[config.mk]
export PLATFORM = sky130hd
export DESIGN_NAME = fbm_ctrl
export DESIGN_NICKNAME = d
export VERILOG_FILES = /design/src/rtl/core/fbm_pkg.sv /design/src/rtl/core/fbm_ctrl.sv
export SDC_FILE = /design/constraint.sdc
export NUM_CORES = 1
export LEC_CHECK = 0
export BUFFER_PORTS_ARGS = -buffer_cell sky130_fd_sc_hd__buf_2
export CAP_MARGIN = 0
export CORE_MARGIN = 8
export CORE_UTILIZATION = 50
export DETAILED_ROUTE_END_ITERATION = 10
export PLACE_DENSITY = 0.76
export REMOVE_ABC_BUFFERS = 1
export SYNTH_ARGS = -nofsm -noshare
export SYNTH_HDL_FRONTEND = slang
export SYNTH_SLANG_ARGS = --single-unit
[constraint.sdc]
create_clock -name clk -period 1.5 [get_ports clk]
set_input_delay 0.3 -clock clk [delete_from_list [all_inputs] [get_ports clk]]
set_output_delay 0.3 -clock clk [all_outputs]
set_load 0.05 [all_outputs]
[src/rtl/core/fbm_pkg.sv]
package fbm_pkg;

  localparam int MAX_FRAMES = 4096;
  localparam int WORD_BITS  = 32;
  localparam int NUM_WORDS  = MAX_FRAMES / WORD_BITS;
  localparam int FRAME_W    = $clog2(MAX_FRAMES);
  localparam int BIT_W      = $clog2(WORD_BITS);
  localparam int WADDR_W    = FRAME_W - BIT_W;
  localparam int CFG_W      = FRAME_W + 1;
  localparam int CNT_W      = CFG_W - BIT_W;
  localparam int IN_DATA_W  = 16;
  localparam int OUT_DATA_W = 16;

  localparam logic [CFG_W-1:0]     FRAME_COUNT_RST = CFG_W'(MAX_FRAMES);
  localparam logic [WORD_BITS-1:0] FULL_WORD       = '1;

  typedef enum logic [1:0] {
    ST_ALLOC = 2'd0,
    ST_NOP   = 2'd1,
    ST_OOF   = 2'd2,
    ST_FREED = 2'd3
  } status_t;

  typedef enum logic [5:0] {
    S_IDLE     = 6'b000001,
    S_FREE_RD  = 6'b000010,
    S_FREE_WR  = 6'b000100,
    S_SCAN     = 6'b001000,
    S_ALLOC_WR = 6'b010000,
    S_RESP     = 6'b100000
  } state_t;

  typedef struct packed {
    logic    capture;
    logic    rd_free;
    logic    scan_rd;
    logic    wr_free;
    logic    wr_alloc;
    logic    out_load;
    status_t out_status;
  } fbm_cmd_t;

  typedef struct packed {
    logic in_free;
    logic in_cur_zero;
    logic hit;
    logic more;
  } fbm_sts_t;

endpackage

[src/rtl/core/fbm_ctrl.sv]
module fbm_ctrl
  import fbm_pkg::*;
(
  input  logic     clk,
  input  logic     rst,
  input  logic     s_valid,
  output logic     s_ready,
  output logic     m_valid,
  input  logic     m_ready,
  input  fbm_sts_t sts,
  output fbm_cmd_t cmd
);

  state_t  state, state_next;
  status_t stat, stat_next;
  logic    out_valid;

  always_comb begin
    state_next = state;
    stat_next  = stat;
    cmd        = '0;
    cmd.out_status = stat;
    s_ready    = 1'b0;
    unique case (state)
      S_IDLE: begin
        s_ready     = 1'b1;
        cmd.capture = s_valid;
        if (s_valid) begin
          if (sts.in_free) begin
            if (sts.in_cur_zero) begin
              stat_next  = ST_NOP;
              state_next = S_RESP;
            end else begin
              state_next = S_FREE_RD;
            end
          end else if (!sts.in_cur_zero) begin
            stat_next  = ST_NOP;
            state_next = S_RESP;
          end else begin
            state_next = S_SCAN;
          end
        end
      end
      S_FREE_RD: begin
        cmd.rd_free = 1'b1;
        state_next  = S_FREE_WR;
      end
      S_FREE_WR: begin
        cmd.wr_free = 1'b1;
        stat_next   = ST_FREED;
        state_next  = S_RESP;
      end
      S_SCAN: begin
        if (sts.hit) begin
          state_next = S_ALLOC_WR;
        end else if (sts.more) begin
          cmd.scan_rd = 1'b1;
        end else begin
          stat_next  = ST_OOF;
          state_next = S_RESP;
        end
      end
      S_ALLOC_WR: begin
        cmd.wr_alloc = 1'b1;
        stat_next    = ST_ALLOC;
        state_next   = S_RESP;
      end
      S_RESP: begin
        if (!out_valid || m_ready) begin
          cmd.out_load = 1'b1;
          state_next   = S_IDLE;
        end
      end
      default: state_next = S_IDLE;
    endcase
  end

  always_ff @(posedge clk) begin
    if (rst) begin
      state     <= S_IDLE;
      stat      <= ST_NOP;
      out_valid <= 1'b0;
    end else begin
      state <= state_next;
      stat  <= stat_next;
      if (cmd.out_load) begin
        out_valid <= 1'b1;
      end else if (m_ready) begin
        out_valid <= 1'b0;
      end
    end
  end

  assign m_valid = out_valid;

endmodule

==> results of run 1 <==
[state kept, by name, summed over array words and instances (netlist names)]
name	count
state	6
m_valid	1
stat	2
[power by group through the flow]
| stage | sequential (mW) | combinational (mW) | clock (mW) |
|---|---|---|---|
| 2_1_floorplan | 0.333 | 0.501 | 0 |
| 4_1_cts | 0.338 | 0.895 | 0.205 |
| 6_report | 0.340 | 1.01 | 0.207 |
| 3_3_place_gp | 0.319 | 0.691 | 0 |
| 5_1_grt | 0.345 | 1.06 | 0.222 |
| 3_5_place_dp | 0.322 | 0.705 | 0 |
[what timing repair did]
action | 4_1_cts | 5_1_grt
gates resized for setup | 34 | 11
setup endpoints to repair | 11 | 14
hold buffers | 0 | 0
pin swaps | 12 | 8
buffers inserted | 11 | 7
[per-stage QoR]
stage | instances | area [sq um] | utilization [%] | setup WS (ns)
final | 125 | 1100 | 83.6 | -0.273
after global routing | 125 | 1100 | 83.6 | -0.329
after CTS | 121 | 1040 | 78.9 | -0.250
after detailed placement | 107 | 831 | 63.1 | -0.101
after global placement | 107 | 831 | 63.1 | -0.0431
after floorplan | 67 | 667 | - | -0.318
[final cells by class]
type	instances	area, sq um	area share, %
inverter	5	23.8	2.16
clock buffer	3	22.5	2.05
clock inverter	1	5.00	0.455
timing repair buffer	39	317	28.7
tap	15	18.8	1.70
sequential	9	198	18.0
multi-input combinational	53	517	46.9
[metal layers]
metal	global-route usage [%]	wire length, microns	vias to the layer above
met5	0	0	-
met4	6.30	23	0
met3	1.38	105	3
met2	30.3	1320	24
met1	14.9	791	349
li1	-	-	342
[worst paths after layout]
check             cells after the start        to  slack [ns]  startpoint
setup / recovery                      4    cmd[5]       -0.27    state[2]
setup reg to reg                      7   stat[0]       -0.12    state[2]
hold / removal                        2  state[4]        0.33      sts[1]
hold reg to reg                       2   stat[1]        0.49     stat[1]
[cells in the mapped netlist, drive strengths merged (2+ instances only)]
| cell | instances | share of area, % |
|---|---|---|
| mux2i | 3 | 4.2 |
| nand2 | 4 | 3.2 |
| dfxtp | 9 | 25 |
| a211oi | 2 | 2.1 |
| nor4b | 2 | 5.5 |
| buf | 3 | 4.2 |
| nor3 | 2 | 2.1 |
| and4b | 2 | 2.8 |
| ha | 2 | 3.5 |
| nor3b | 2 | 2.1 |
| nor2 | 8 | 5.3 |
| and2 | 2 | 2.1 |
| and2b | 2 | 2.6 |
| o311ai | 2 | 4.9 |
| inv | 4 | 2.1 |
| o211ai | 3 | 5.1 |
| o21ai | 4 | 2.8 |
[kinds of logic (layout without fill, tap and decap cells)]
logic type / after synthesis / count (layout) / share of synthesized area (%)
simple gates: 30 / 30 / 34.2
fa+ha+maj: 2 / 2 / 3.53
flops: 9 / 9 / 25.4
compound gates: 16 / 16 / 20.8
buf+inv: 9 / 48 / 9.35
mux: 3 / 3 / 4.23
xor+xnor: 2 / 2 / 2.47
[worst max-delay path: stages, from the launching register on]
cell,delay [ns]
dfxtp_4,0.37
nor4_4,0.41
nand4b_2,0.16
inv_1,0.10
buf_6,0.16
==> impl_metrics.py, run 1 <==
metrics = {
    "power_and_ir_drop": {
        "p_seq_share_pct": 21.8,
        "p_clk_share_pct": 13.3,
        "switching_share_pct": 43.0,
        "ir_drop_mv": 1.26,
        "power.leakage_nw": 0.509,
        "p_total_mw": 1.56,
        "share_comb_of_total_power_pct": 65.0,
        "cellPowerDensity_mw_per_mm2": 1420,
        "p_switching_mw": 0.671,
        "p_int_mw": 0.889,
    },
    "sta": {
        "slew_headroom_pct": 69.6,
        "setup_violations": 13,
        "fin_crit_ns": 1.77,
        "tns_ns": -1.49,
        "setup_ws_ns": -0.273,
        "fmax_mhz": 564,
        "hold_viol": 0,
        "rsz0062_at_grt": "true",
        "worst-slew-pin-transition_ns": 0.449,
        "hold_ws_ns": 0.327,
        "slew_viol_final": 0,
        "fin_skew_ns": 0.000526,
        "post-route-period-util_pct": 118,
    },
    "grt": {
        "grt_usage_pct": 15.0,
        "grt_pass1_vias": 739,
        "grt_pass1_wl_microns": 3260,
        "overflow": 0,
        "antenna_found_initial": 0,
        "grt_max_degree": 13,
    },
    "synth": {
        "synthesis.instances": 71,
        "netlist-cell-type-count": 41,
        "ys_seq_elements": 9,
        "yosysWarnings": 0,
        "ys_seq_area_share_pct": 25.4,
        "netlist_area_sq_um": 709,
        "synth_ff_type": "dfxtp_1",
        "syn_area_per_cell_sq_um": 9.99,
        "synth_edf_count": 0,
        "async_flop_share_pct": 0,
    },
    "place": {
        "post-dp-hpwl_microns": 1380,
        "gp_congestion": 0.779,
        "port_buffers": 17,
    },
    "floorplanning": {
        "dieArea_sq_mm": 0.00288,
        "coreArea_sq_mm": 0.00132,
        "die_w_microns": 53.7,
        "die_y_microns": 53.7,
        "initial_core_util_pct": 53.8,
        "rows": 13,
        "ioPinCount": 18,
    },
    "worst_hold_path": {
        "min-delay-path-class": "primary input to flip-flop",
    },
    "clocking": {
        "htreeDepth": 1,
        "clock_latency_ns": 0.27,
        "numCtsBuffers": 3,
        "cts_sinks": 9,
        "cts_tree": "done",
        "clk_pin_slew_ns": 0.07,
        "clockRootBuffer": "clkbuf_4",
        "cts_buffer_depth": 2,
    },
    "setup_path": {
        "criticalPathCategory": "flip-flop to output port",
        "cp-end-kind": "output port",
        "worst_setup_path_start_kind": "flip-flop",
        "path_max_fanout": 6,
        "cp.required_ns": 1.20,
        "arrival_ns": 1.47,
    },
    "routing": {
        "routedWlPerCell_microns": 18.0,
        "drt_iter0_markers": 8,
        "ant_nets": 0,
        "viasPerCell": 5.74,
        "finalWirelength_microns": 2250,
        "firstDrtPassIters": 4,
        "num_vias": 718,
        "route.detailed.drc": 0,
    },
    "outcome": {
        "violations": "negative setup slack",
        "status": "complete, but fails checks",
    },
    "final_layout": {
        "area_growth_pct": 55.2,
        "final_nets": 121,
        "layout.cells.most_common": "buf_4",
        "layout_common_cells": "17 x buf_4, 11 x buf_6, 10 x buf_2",
        "n_fill_cell": 68,
        "antenna_cells": 0,
        "drive_gt1_share_pct": 65.5,
    },
    "run": {
        "max_cap_viol_count": 0,
    },
}
No activity file was read; power rests on OpenSTA's default activity.
==> run 2, diff against run 1 <==
--- a/config.mk
+++ b/config.mk
@@ -5,12 +5,13 @@
 export SDC_FILE = /design/constraint.sdc
 export NUM_CORES = 1
 export LEC_CHECK = 0
-export BUFFER_PORTS_ARGS = -buffer_cell sky130_fd_sc_hd__buf_2
+export ABC_AREA = 1
+export BUFFER_PORTS_ARGS = -buffer_cell sky130_fd_sc_hd__buf_4
 export CAP_MARGIN = 0
-export CORE_MARGIN = 8
-export CORE_UTILIZATION = 50
+export CORE_AREA = 8 8 45 47
 export DETAILED_ROUTE_END_ITERATION = 10
-export PLACE_DENSITY = 0.76
+export DIE_AREA = 0 0 53 55
+export PLACE_DENSITY = 0.73
 export REMOVE_ABC_BUFFERS = 1
 export SYNTH_ARGS = -nofsm -noshare
 export SYNTH_HDL_FRONTEND = slang
==> impl_metrics.py, run 2 <==
metrics = {
    "outcome": {
        "status": "complete, but fails checks",
        "violations": "negative setup slack",
    },
    "floorplanning": {
        "dieArea_sq_mm": 0.00292,
        "rows": 14,
        "die_y_microns": 55,
        "coreArea_sq_mm": 0.00138,
        "initial_core_util_pct": 44.6,
        "ioPinCount": 18,
        "die_w_microns": 53,
    },
    "run": {
        "max_cap_viol_count": 0,
    },
    "setup_path": {
        "startpoint": "state[2]",
        "path_max_fanout": 3,
        "cp.required_ns": 1.20,
        "crit-reg2reg-launch": "state[2]",
        "criticalPathCategory": "flip-flop to output port",
        "arrival_ns": 1.37,
        "worst_setup_path_start_kind": "flip-flop",
        "cp-end-kind": "output port",
        "regToRegSetupSlack_ns": -0.06,
        "crit_family": "simple AND/OR/NAND/NOR gates",
        "crit_chain": "inv_1, nand2_1, inv_2, nand3b_1, nor2_1, buf_6",
        "cpMaxStageDelayCell": "dfxtp_4",
        "cp_num_buf_inv": 3,
        "max_stage_delay_ns": 0.36,
    },
    "clocking": {
        "htreeDepth": 1,
        "hold_buffers": 0,
        "cts_sinks": 9,
        "clock_latency_ns": 0.27,
        "cts_buffer_depth": 2,
        "numCtsBuffers": 3,
        "cts_tree": "done",
        "clockRootBuffer": "clkbuf_4",
        "clk_pin_slew_ns": 0.07,
    },
    "final_layout": {
        "multi_input_area_sq_um": 435,
        "final_nets": 144,
        "stdcell_area_sq_mm": 0.00106,
        "regMostFlops": "state",
        "n_fill_cell": 102,
        "largest_reg_flops": 6,
        "area_growth_pct": 72.0,
        "drive_gt1_share_pct": 58.6,
        "layout_common_cells": "27 x buf_4, 14 x inv_1, 11 x nand2_1, 10 x nor2_1",
        "layout.cells.most_common": "buf_4",
        "stdcell_count": 149,
        "seq_area_sq_um": 193,
        "antenna_cells": 0,
    },
    "synth": {
        "synth.top_cells.by_count": "17 x inv_1, 16 x nand2_1, 15 x nor2_1",
        "netlist_area_sq_um": 617,
        "synthesis.instances": 94,
        "syn_area_per_cell_sq_um": 6.56,
        "synth.most_common_cell": "inv_1",
        "async_flop_share_pct": 0,
        "synth_edf_count": 0,
        "synth_ff_type": "dfxtp_1",
        "yosysWarnings": 0,
        "yosys.area.top_type": "dfxtp_1",
        "ys_seq_elements": 9,
        "synth_area_leaders": "dfxtp_1 29%, inv_1 10%, nand2_1 9.7%",
        "synthDominantCellAreaShare_pct": 29.2,
        "netlist-cell-type-count": 18,
        "ys_seq_area_share_pct": 29.2,
    },
    "sta": {
        "setup_ws_ns": -0.167,
        "setup_violations": 9,
        "fmax_mhz": 600,
        "worst-slew-pin-transition_ns": 0.249,
        "fin_skew_ns": 0.00657,
        "fin_crit_ns": 1.67,
        "slew_headroom_pct": 83.4,
        "slew_viol_final": 0,
        "post-route-period-util_pct": 111,
        "rsz0062_at_grt": "true",
        "hold_viol": 0,
    },
    "grt": {
        "grt_pass1_wl_microns": 2550,
        "grt_pass1_vias": 608,
        "overflow": 0,
        "antenna_found_initial": 0,
        "grt_max_degree": 8,
        "grt_usage_pct": 11.9,
    },
    "routing": {
        "routedWlPerCell_microns": 14.4,
        "firstDrtPassIters": 4,
        "num_vias": 778,
        "viasPerCell": 5.22,
        "finalWirelength_microns": 2150,
        "ant_nets": 0,
        "drt_iter0_markers": 38,
        "route.detailed.drc": 0,
    },
    "worst_hold_path": {
        "min-delay-path-class": "primary input to flip-flop",
        "min_from": "rst",
    },
    "place": {
        "placedCellCount": 126,
        "post-dp-hpwl_microns": 1210,
        "port_buffers": 17,
        "place_area_sq_um": 757,
        "gp_congestion": 0.819,
    },
    "power_and_ir_drop": {
        "power.leakage_nw": 0.543,
        "cellPowerDensity_mw_per_mm2": 1110,
        "ir_drop_mv": 0.802,
        "p_total_mw": 1.18,
    },
}
[run 2: cell types whose count changed after synthesis, sizes merged, moves of 3 or more]
| cell | before | now |
|---|---|---|
| a21oi | 1 | 6 |
| inv | 4 | 19 |
| mux2i | 3 | 0 |
| nand2 | 4 | 18 |
| nand3 | 1 | 8 |
| nor2 | 8 | 23 |
| o211ai | 3 | 0 |
| o21ai | 4 | 0 |
[run 2: cell families (layout without fill, tap and decap cells)]
group | count (synthesis) | after routing | synth area share [%]
AND/OR/NAND/NOR | 57 | 57 | 48.5
buffers and inverters | 20 | 59 | 12.8
AO/OA/AOI/OAI | 6 | 6 | 5.48
adder cells (fa/ha/maj) | 2 | 2 | 4.06
flip-flops | 9 | 9 | 29.2
[run 2: area by class of cell]
cell class | count | share of cell area [%]
multi-input cells | 65 | 41.0
repair buffers | 36 | 29.4
inverters | 19 | 6.96
clock buffers | 3 | 2.12
clock inverters | 1 | 0.472
well taps | 16 | 1.89
flip-flops and latches | 9 | 18.2
[run 2: timing repair]
item / 4_1_cts / 5_1_grt
setup buffers: 10 / 10
endpoints found under the setup margin: 7 / 10
gates resized for setup: 18 / 25
pin swaps: 4 / 15
[run 2: where the power goes]
part | leakage (nW) | internal [mW] | total (mW) | switching (mW)
combinational | 0.449 | 0.280 | 0.679 | 0.399
sequential | 0.0763 | 0.272 | 0.303 | 0.0308
clock | 0.0177 | 0.0988 | 0.199 | 0.101
total | 0.543 | 0.651 | 1.18 | 0.531
[run 2: per-layer routing]
layer | vias up | global-route usage (%) | share of wire (%)
met4 | 0 | 9.05 | 4.7
met1 | 349 | 12.7 | 39
met5 | - | 0 | 0
li1 | 374 | - | -
met2 | 41 | 19.9 | 49
met3 | 14 | 3.21 | 7.3
[run 2: worst paths after layout]
kind / cells past startpoint / end
max: 6 / cmd[5]
min: 2 / state[5]
max reg2reg: 10 / stat[0]
min reg2reg: 2 / stat[0]
[run 2: stage by stage]
step / utilization, % / hold WS (ns) / TNS (ns) / worst slack [ns]
6_report: 76.7 / 0.237 / -0.755 / -0.167
5_1_grt: 76.7 / 0.248 / -1.35 / -0.196
4_1_cts: 65.6 / 0.238 / -0.387 / -0.110
3_5_place_dp: 54.7 / 0.460 / 0 / 0.0869
3_3_place_gp: 54.7 / 0.454 / 0 / 0.109
2_1_floorplan: - / 0.369 / -1.54 / -0.610
==> run 3, diff against run 2 <==
--- a/config.mk
+++ b/config.mk
@@ -5,13 +5,12 @@
 export SDC_FILE = /design/constraint.sdc
 export NUM_CORES = 1
 export LEC_CHECK = 0
-export ABC_AREA = 1
 export BUFFER_PORTS_ARGS = -buffer_cell sky130_fd_sc_hd__buf_4
 export CAP_MARGIN = 0
-export CORE_AREA = 8 8 45 47
+export CORE_MARGIN = 8
+export CORE_UTILIZATION = 50
 export DETAILED_ROUTE_END_ITERATION = 10
-export DIE_AREA = 0 0 53 55
-export PLACE_DENSITY = 0.73
+export PLACE_DENSITY = 0.76
 export REMOVE_ABC_BUFFERS = 1
 export SYNTH_ARGS = -nofsm -noshare
 export SYNTH_HDL_FRONTEND = slang
==> impl_metrics.py, run 3 (synthesis gave the netlist of run 1 again) <==
metrics = {
    "clocking": {
        "htreeDepth": 1,
        "numCtsBuffers": 3,
        "hold_buffers": 0,
        "cts_tree": "done",
        "cts_buffer_depth": 2,
        "clock_latency_ns": 0.27,
        "clk_pin_slew_ns": 0.06,
        "cts_sinks": 9,
        "clockRootBuffer": "clkbuf_4",
    },
    "final_layout": {
        "n_fill_cell": 77,
        "antenna_cells": 0,
        "drive_gt1_share_pct": 60.7,
        "regMostFlops": "state",
        "layout_common_cells": "27 x buf_4, 6 x buf_6, 5 x nor2_1, 4 x o21ai_0, 4 x dfxtp_4",
        "largest_reg_flops": 6,
        "area_growth_pct": 52.7,
        "multi_input_area_sq_um": 497,
        "final_nets": 118,
        "stdcell_area_sq_mm": 0.00108,
        "final_core_util_pct": 82.2,
        "layout.cells.most_common": "buf_4",
        "seq_area_sq_um": 198,
    },
    "setup_path": {
        "worst_setup_path_start_kind": "flip-flop",
        "max_stage_delay_ns": 0.38,
        "criticalPathCategory": "flip-flop to output port",
        "crit_family": "simple AND/OR/NAND/NOR gates",
        "cp.required_ns": 1.20,
        "path_max_fanout": 6,
        "cp_num_buf_inv": 1,
        "arrival_ns": 1.41,
        "cp-end-kind": "output port",
        "crit_chain": "nor4b_4, nand2_4, nor2_4, buf_6",
        "cpMaxStageDelayCell": "dfxtp_4",
    },
    "power_and_ir_drop": {
        "power.leakage_nw": 0.505,
        "ir_drop_mv": 0.977,
        "share_comb_of_total_power_pct": 62.7,
        "p_int_mw": 0.824,
        "switching_share_pct": 42.8,
        "p_seq_share_pct": 23.5,
        "cellPowerDensity_mw_per_mm2": 1330,
        "p_switching_mw": 0.616,
        "p_clk_share_pct": 13.8,
    },
    "sta": {
        "slew_headroom_pct": 71.4,
        "rsz0062_at_grt": "true",
        "setup_violations": 11,
        "post-route-period-util_pct": 114,
        "fmax_mhz": 585,
        "slew_viol_final": 0,
        "fin_crit_ns": 1.71,
        "setup_ws_ns": -0.211,
        "hold_viol": 0,
        "worst-slew-pin-transition_ns": 0.422,
        "fin_skew_ns": 0.000917,
        "tns_ns": -1.55,
    },
    "outcome": {
        "status": "complete, but fails checks",
        "violations": "negative setup slack",
    },
    "place": {
        "port_buffers": 17,
        "pre_cts_ws_ns": -0.0741,
        "place_area_sq_um": 866,
        "post-dp-hpwl_microns": 1340,
        "gp_congestion": 0.754,
    },
    "grt": {
        "grt_pass1_vias": 699,
        "overflow": 0,
        "grt_usage_pct": 14.0,
        "grt_pass1_wl_microns": 2950,
        "antenna_found_initial": 0,
        "grt_max_degree": 13,
    },
    "routing": {
        "num_vias": 693,
        "viasPerCell": 5.68,
        "firstDrtPassIters": 4,
        "route.detailed.drc": 0,
        "routedWlPerCell_microns": 17.0,
        "finalWirelength_microns": 2070,
        "ant_nets": 0,
        "drt_iter0_markers": 7,
    },
    "floorplanning": {
        "ioPinCount": 18,
        "die_y_microns": 53.7,
        "coreArea_sq_mm": 0.00132,
        "die_w_microns": 53.7,
        "dieArea_sq_mm": 0.00288,
        "rows": 13,
        "initial_core_util_pct": 53.8,
    },
    "run": {
        "max_cap_viol_count": 0,
    },
    "worst_hold_path": {
        "min-delay-path-class": "primary input to flip-flop",
    },
}
[run 3: power by group through the flow]
stage | combinational (mW) | sequential (mW) | clock, mW
after CTS | 0.851 | 0.326 | 0.196
after floorplan | 0.501 | 0.333 | 0
final | 0.903 | 0.338 | 0.198
after global routing | 0.956 | 0.343 | 0.221
after detailed placement | 0.695 | 0.329 | 0
after global placement | 0.684 | 0.325 | 0
[run 3: worst paths after layout]
| kind | start | to | slack [ns] | cells after the start |
|---|---|---|---|---|
| min reg2reg | stat[1] | stat[1] | 0.50 | 2 |
| max reg2reg | state[2] | stat[0] | -0.15 | 7 |
| min | rst | state[4] | 0.30 | 2 |
| max | state[1] | cmd[7] | -0.21 | 4 |
[run 3: area by class of cell]
cell class                      instances  share of cell area, %
Clock buffer                            4                   2.42
Inverter                                5                   2.19
Multi-Input combinational cell         53                   45.8
Sequential cell                         9                   18.2
Tap cell                               15                   1.73
Timing Repair Buffer                   36                   29.6
[run 3: repair_timing]
item | in CTS | in global routing
buffers inserted | 8 | 4
resized for setup | 20 | 9
pin swaps | 9 | 11
cloned | 0 | 0
endpoints found under the setup margin | 11 | 15
[run 3: routing by layer]
metal / GRT usage [%] / wire, microns / vias to the layer above
met5: 0 / 0 / -
met4: 9.66 / 70 / 0
met3: 4.96 / 144 / 8
met2: 24.7 / 1100 / 30
met1: 13.1 / 757 / 322
li1: - / - / 333
[run 3: worst register-to-register path, delay by kind of cell (launching register included)]
| family | cells | cell delay [ns] |
|---|---|---|
| buf+inv | 3 | 0.41 |
| xor+xnor | 1 | 0.22 |
| mux | 1 | 0.24 |
| simple gates | 1 | 0.08 |
| flops | 1 | 0.38 |
| compound gates | 1 | 0.26 |
[run 3: metrics by stage]
stage	instances	hold slack [ns]	power (mW)
6_report	122	0.297	1.44
5_1_grt	122	0.291	1.52
4_1_cts	118	0.292	1.37
3_5_place_dp	106	0.489	1.02
3_3_place_gp	106	0.466	1.01
2_1_floorplan	67	0.366	0.834
